<file path="config.mk">
export PLATFORM = sky130hd
export DESIGN_NAME = ephm_ctrl
export DESIGN_NICKNAME = d
export VERILOG_FILES = /design/src/rtl/ephm_pkg.sv /design/src/rtl/ephm_ctrl.sv
export SDC_FILE = /design/constraint.sdc
export NUM_CORES = 1
export LEC_CHECK = 0
export ABC_AREA = 0
export BUFFER_PORTS_ARGS = -buffer_cell sky130_fd_sc_hd__buf_2
export CORE_AREA = 3 3 40 42
export CTS_BUF_LIST = sky130_fd_sc_hd__clkbuf_16
export CTS_CLUSTER_SIZE = 24
export DETAILED_ROUTE_END_ITERATION = 12
export DIE_AREA = 0 0 43 45
export HOLD_SLACK_MARGIN = 0.05
export MAX_ROUTING_LAYER = met4
export PLACE_DENSITY = 0.49
export REMOVE_ABC_BUFFERS = 1
export SKIP_LAST_GASP = 1
export SLEW_MARGIN = 30
export SYNTH_ARGS = -nofsm -noshare
export SYNTH_HDL_FRONTEND = slang
export SYNTH_SLANG_ARGS = --single-unit
</file>
<file path="constraint.sdc">
create_clock -name clk -period 3 [get_ports clk]
set_input_delay 0.6 -clock clk [delete_from_list [all_inputs] [get_ports clk]]
set_output_delay 0.6 -clock clk [all_outputs]
set_load 0.05 [all_outputs]
</file>
<file path="src/rtl/ephm_pkg.sv">
`timescale 1ns / 1ps
package ephm_pkg;

  localparam int X_W         = 9;
  localparam int Y_W         = 8;
  localparam int BLOCK_W     = 2;
  localparam int WEIGHT_W    = 4;
  localparam int MASK_W      = 64;
  localparam int THRESHOLD_W = 16;
  localparam int LIMIT_W     = 8;
  localparam int CFG_INDEX_W = 2;
  localparam int CFG_DATA_W  = 16;

  localparam logic [CFG_INDEX_W-1:0] REG_THRESHOLD    = 2'd0;
  localparam logic [CFG_INDEX_W-1:0] REG_COLUMN_LIMIT = 2'd1;

  localparam logic [THRESHOLD_W-1:0] THRESHOLD_RESET    = 16'd100;
  localparam logic [LIMIT_W-1:0]     COLUMN_LIMIT_RESET = 8'd185;

  localparam logic KIND_EVENT = 1'b0;
  localparam logic KIND_SCAN  = 1'b1;

  typedef enum logic [2:0] {
    ST_CLEAR,
    ST_IDLE,
    ST_EV_READ,
    ST_EV_WRITE,
    ST_SCAN,
    ST_SCAN_DRAIN,
    ST_RESULT
  } state_t;

  typedef struct packed {
    logic clear_step;
    logic load;
    logic ev_read;
    logic ev_write;
    logic scan_read;
  } cmd_t;

  typedef struct packed {
    logic clear_last;
    logic lane_last;
  } status_t;

endpackage

</file>
<file path="src/rtl/ephm_ctrl.sv">
`timescale 1ns / 1ps
module ephm_ctrl (
  input  logic             clk,
  input  logic             rst,
  input  logic             start,
  input  logic             kind,
  input  ephm_pkg::status_t status,
  output ephm_pkg::cmd_t    cmd,
  output logic             busy,
  output logic             done
);

  ephm_pkg::state_t state;
  ephm_pkg::state_t state_next;

  always_ff @(posedge clk) begin
    if (rst) begin
      state <= ephm_pkg::ST_CLEAR;
    end else begin
      state <= state_next;
    end
  end

  always_comb begin
    state_next = state;
    case (state)
      ephm_pkg::ST_CLEAR: begin
        if (status.clear_last) state_next = ephm_pkg::ST_IDLE;
      end
      ephm_pkg::ST_IDLE: begin
        if (start) begin
          state_next = (kind == ephm_pkg::KIND_SCAN) ? ephm_pkg::ST_SCAN
                                                     : ephm_pkg::ST_EV_READ;
        end
      end
      ephm_pkg::ST_EV_READ:    state_next = ephm_pkg::ST_EV_WRITE;
      ephm_pkg::ST_EV_WRITE:   state_next = ephm_pkg::ST_IDLE;
      ephm_pkg::ST_SCAN: begin
        if (status.lane_last) state_next = ephm_pkg::ST_SCAN_DRAIN;
      end
      ephm_pkg::ST_SCAN_DRAIN: state_next = ephm_pkg::ST_RESULT;
      ephm_pkg::ST_RESULT:     state_next = ephm_pkg::ST_IDLE;
      default:                 state_next = ephm_pkg::ST_CLEAR;
    endcase
  end

  always_comb begin
    cmd  = '0;
    busy = 1'b1;
    done = 1'b0;
    case (state)
      ephm_pkg::ST_CLEAR:      cmd.clear_step = 1'b1;
      ephm_pkg::ST_IDLE: begin
        busy     = 1'b0;
        cmd.load = start;
      end
      ephm_pkg::ST_EV_READ:    cmd.ev_read = 1'b1;
      ephm_pkg::ST_EV_WRITE:   cmd.ev_write = 1'b1;
      ephm_pkg::ST_SCAN:       cmd.scan_read = 1'b1;
      ephm_pkg::ST_SCAN_DRAIN: cmd = '0;
      ephm_pkg::ST_RESULT:     done = 1'b1;
      default:                 cmd = '0;
    endcase
  end

endmodule

</file>
==> results.yml <==
synth:
  syn_inst: 26
  synth.area.top_cells: "dfxtp_1, buf_6, and3b_2"
  synth_area_sq_um: 215
  ys_warn_count: 0
  yosysUniqueCellTypes: 18
  ys_seq_area_frac: 0.279
  synth_top_cell_by_area: "dfxtp_1"
  synth-adder-area-share: 0
  synth_top_area_frac: 0.279
  synth.ff_latch_count: 3
  synth_top_family_by_area: "simple AND/OR/NAND/NOR gates"
  avgSynthCellArea_sq_um: 8.28
  synth-compound-area-share: 0.174
  synth_xor_area_frac: 0
  synth.mux.area_fraction: 0
  synth-simple-area-share: 0.401
sta:
  finalCritPeriodShare: 0.696
  fin_crit_ns: 2.09
  clock.fmax_ghz: 0.479
  final-hold-violation-count: 0
  slew_headroom: 0.739
  fin_tns_setup_ns: 0
  worst_pin_slew_ns: 0.391
  setup_viol: 0
  skew_ns: 0.00310
  rsz0062_at_grt: "false"
  finalMaxSlewViolations: 0
power_and_ir_drop:
  vdd_drop_max_mv: 0.315
  power.leakage_nw: 0.176
  power_mw: 0.305
  power_density_nw_per_um2: 883
drt:
  wl_um: 548
  met3_length_um: 61
  post_drt_wl_per_cell_um: 10.1
  drt_iter0_drc: 2
  drc: 0
  dr_wl_met2_um: 218
  wl_met1_um: 268
  via_per_inst: 4.09
  ant_nets: 0
  route.vias.total: 221
  dr.pass1.iters: 4
  top_layer_used: "met3"
cts:
  hold_buffers: 0
  htreeDepth: 1
  cts.sinks: 3
  cts_buffer_depth: 2
  clkLatencyLatePin_ns: 0.22
  post-cts-setup-buffers: 0
  cts_tree: "done"
  cts_made_buffers: 3
  clkSlewWorstSetupHoldPaths_ns: 0.03
  cts_root_buf: "clkbuf_16"
  cts.repair.resized: 0
worst_setup_path:
  required_ns: 2.40
  slowest_stage: "dfxtp_1"
  crit_type: "reg2out"
  crit_chain: "or3b_1 -> inv_1 -> buf_2"
  cp_max_fo: 12
  crit_path_start_kind: "register"
  r2r_setup_slack_ns: 1.83
  critPathMaxStageDelay_ns: 0.54
  cp.arrival_ns: 1.49
  cp-end-kind: "primary output"
floorplan:
  die_w_um: 43
  fp.dieArea_sq_um: 1940
  ios: 13
  coreArea_sq_um: 1280
  die_h_um: 45
  rows: 13
  initial_core_util: 0.167
run_status:
  status: "complete, no violations"
global_routing:
  grt_pass1_wl_um: 752
  antenna_found_initial: 0
  grt.overflow.total: 0
  grt_max_degree: 13
  gr-usage-all-layers: 0.0575
  grt_pass1_vias: 188
cells_and_area:
  largest_register: "state"
  num-fill-cells: 146
  area.growth.synth_to_final_pct: 60.5
  n_antenna_cell: 0
  largest_reg_flops: 3
  fin_nets: 46
  reg.largest.list: "state x3"
  drive_above_1_share: 0.462
placed_design:
  io_buffer_count: 12
  routabilityCongestion: 0.725
run:
  maxCapViolations: 0
worst_hold_path:
  hold_class: "in2reg"
==> cells in the final DEF (no fill, tap or decap), drive strengths merged <==
master,synthesis,layout
buf,3,12
and3b,2,2
nor2,2,2
o21ai,1,1
nor3b,1,1
o21bai,1,1
inv,1,2
nor3,3,3
or3b,1,1
nor4,1,1
dfxtp,3,3
nor2b,1,1
and2b,1,1
clkbuf,0,3
a31oi,1,1
a21oi,1,1
a2111oi,1,1
nand2,2,2
==> cells in the mapped netlist <==
| library cell | count |
|---|---|
| dfxtp_1 | 3 |
| nor3_1 | 3 |
| and3b_2 | 2 |
| buf_6 | 2 |
| nand2_1 | 2 |
| nor2_1 | 2 |
| a2111oi_1 | 1 |
| a21oi_1 | 1 |
| a31oi_1 | 1 |
| and2b_1 | 1 |
| buf_2 | 1 |
| inv_1 | 1 |
| nor2b_1 | 1 |
| nor3b_1 | 1 |
| nor4_1 | 1 |
| o21ai_0 | 1 |
| o21bai_2 | 1 |
| or3b_1 | 1 |
==> layout make-up <==
| type | count | area (sq um) | share of cell area |
|---|---|---|---|
| Clock inverter | 1 | 3.75 | 0.0109 |
| Tap cell | 15 | 18.8 | 0.0543 |
| Timing Repair Buffer | 12 | 60.1 | 0.174 |
| Inverter | 1 | 3.75 | 0.0109 |
| Multi-Input combinational cell | 19 | 124 | 0.359 |
| Clock buffer | 3 | 75.1 | 0.217 |
| Sequential cell | 3 | 60.1 | 0.174 |
==> stage by stage <==
step,utilization,hold WS [ns],std cells,cell area [sq um],setup slack [ns]
final,0.269,0.577,54,345,0.913
after global routing,0.269,0.585,54,345,0.863
after CTS,0.269,0.575,54,345,0.913
after detailed placement,0.207,0.661,50,267,1.16
after global placement,0.207,0.656,50,267,1.18
after floorplan,-,0.575,23,188,0.690
==> worst max-delay path: cells and delay by family, from the launching register on <==
family                 cells  cell delay, ns
buffers and inverters      2            0.31
DFF                        1            0.54
and+or+nand+nor            1            0.41
==> worst paths after layout <==
path | start | to | depth (start not counted)
setup / recovery | state[1] | cmd[2] | 3
hold reg to reg | state[2] | state[0] | 1
setup reg to reg | state[1] | state[1] | 2
hold / removal | rst | state[0] | 2
==> power breakdown <==
group	switching [mW]	total, mW	leakage, nW	internal, mW
clock	0.0340	0.206	0.0423	0.172
combinational	0.0330	0.0480	0.109	0.0150
sequential	0.00786	0.0512	0.0246	0.0433
==> routing by layer <==
metal  global-route usage  up-vias
met1               0.0627       94
met2               0.0749       11
met5                    -        -
met4               0.0361        0
met3               0.0398        0
li1                     -      116
==> cell families (layout without fill, tap and decap cells) <==
logic type	Yosys count	after routing
and+or+nand+nor	14	14
AOI/OAI and AO/OA	5	5
DFF	3	3
buffers and inverters	4	17
(Power assumes the default switching activity.)
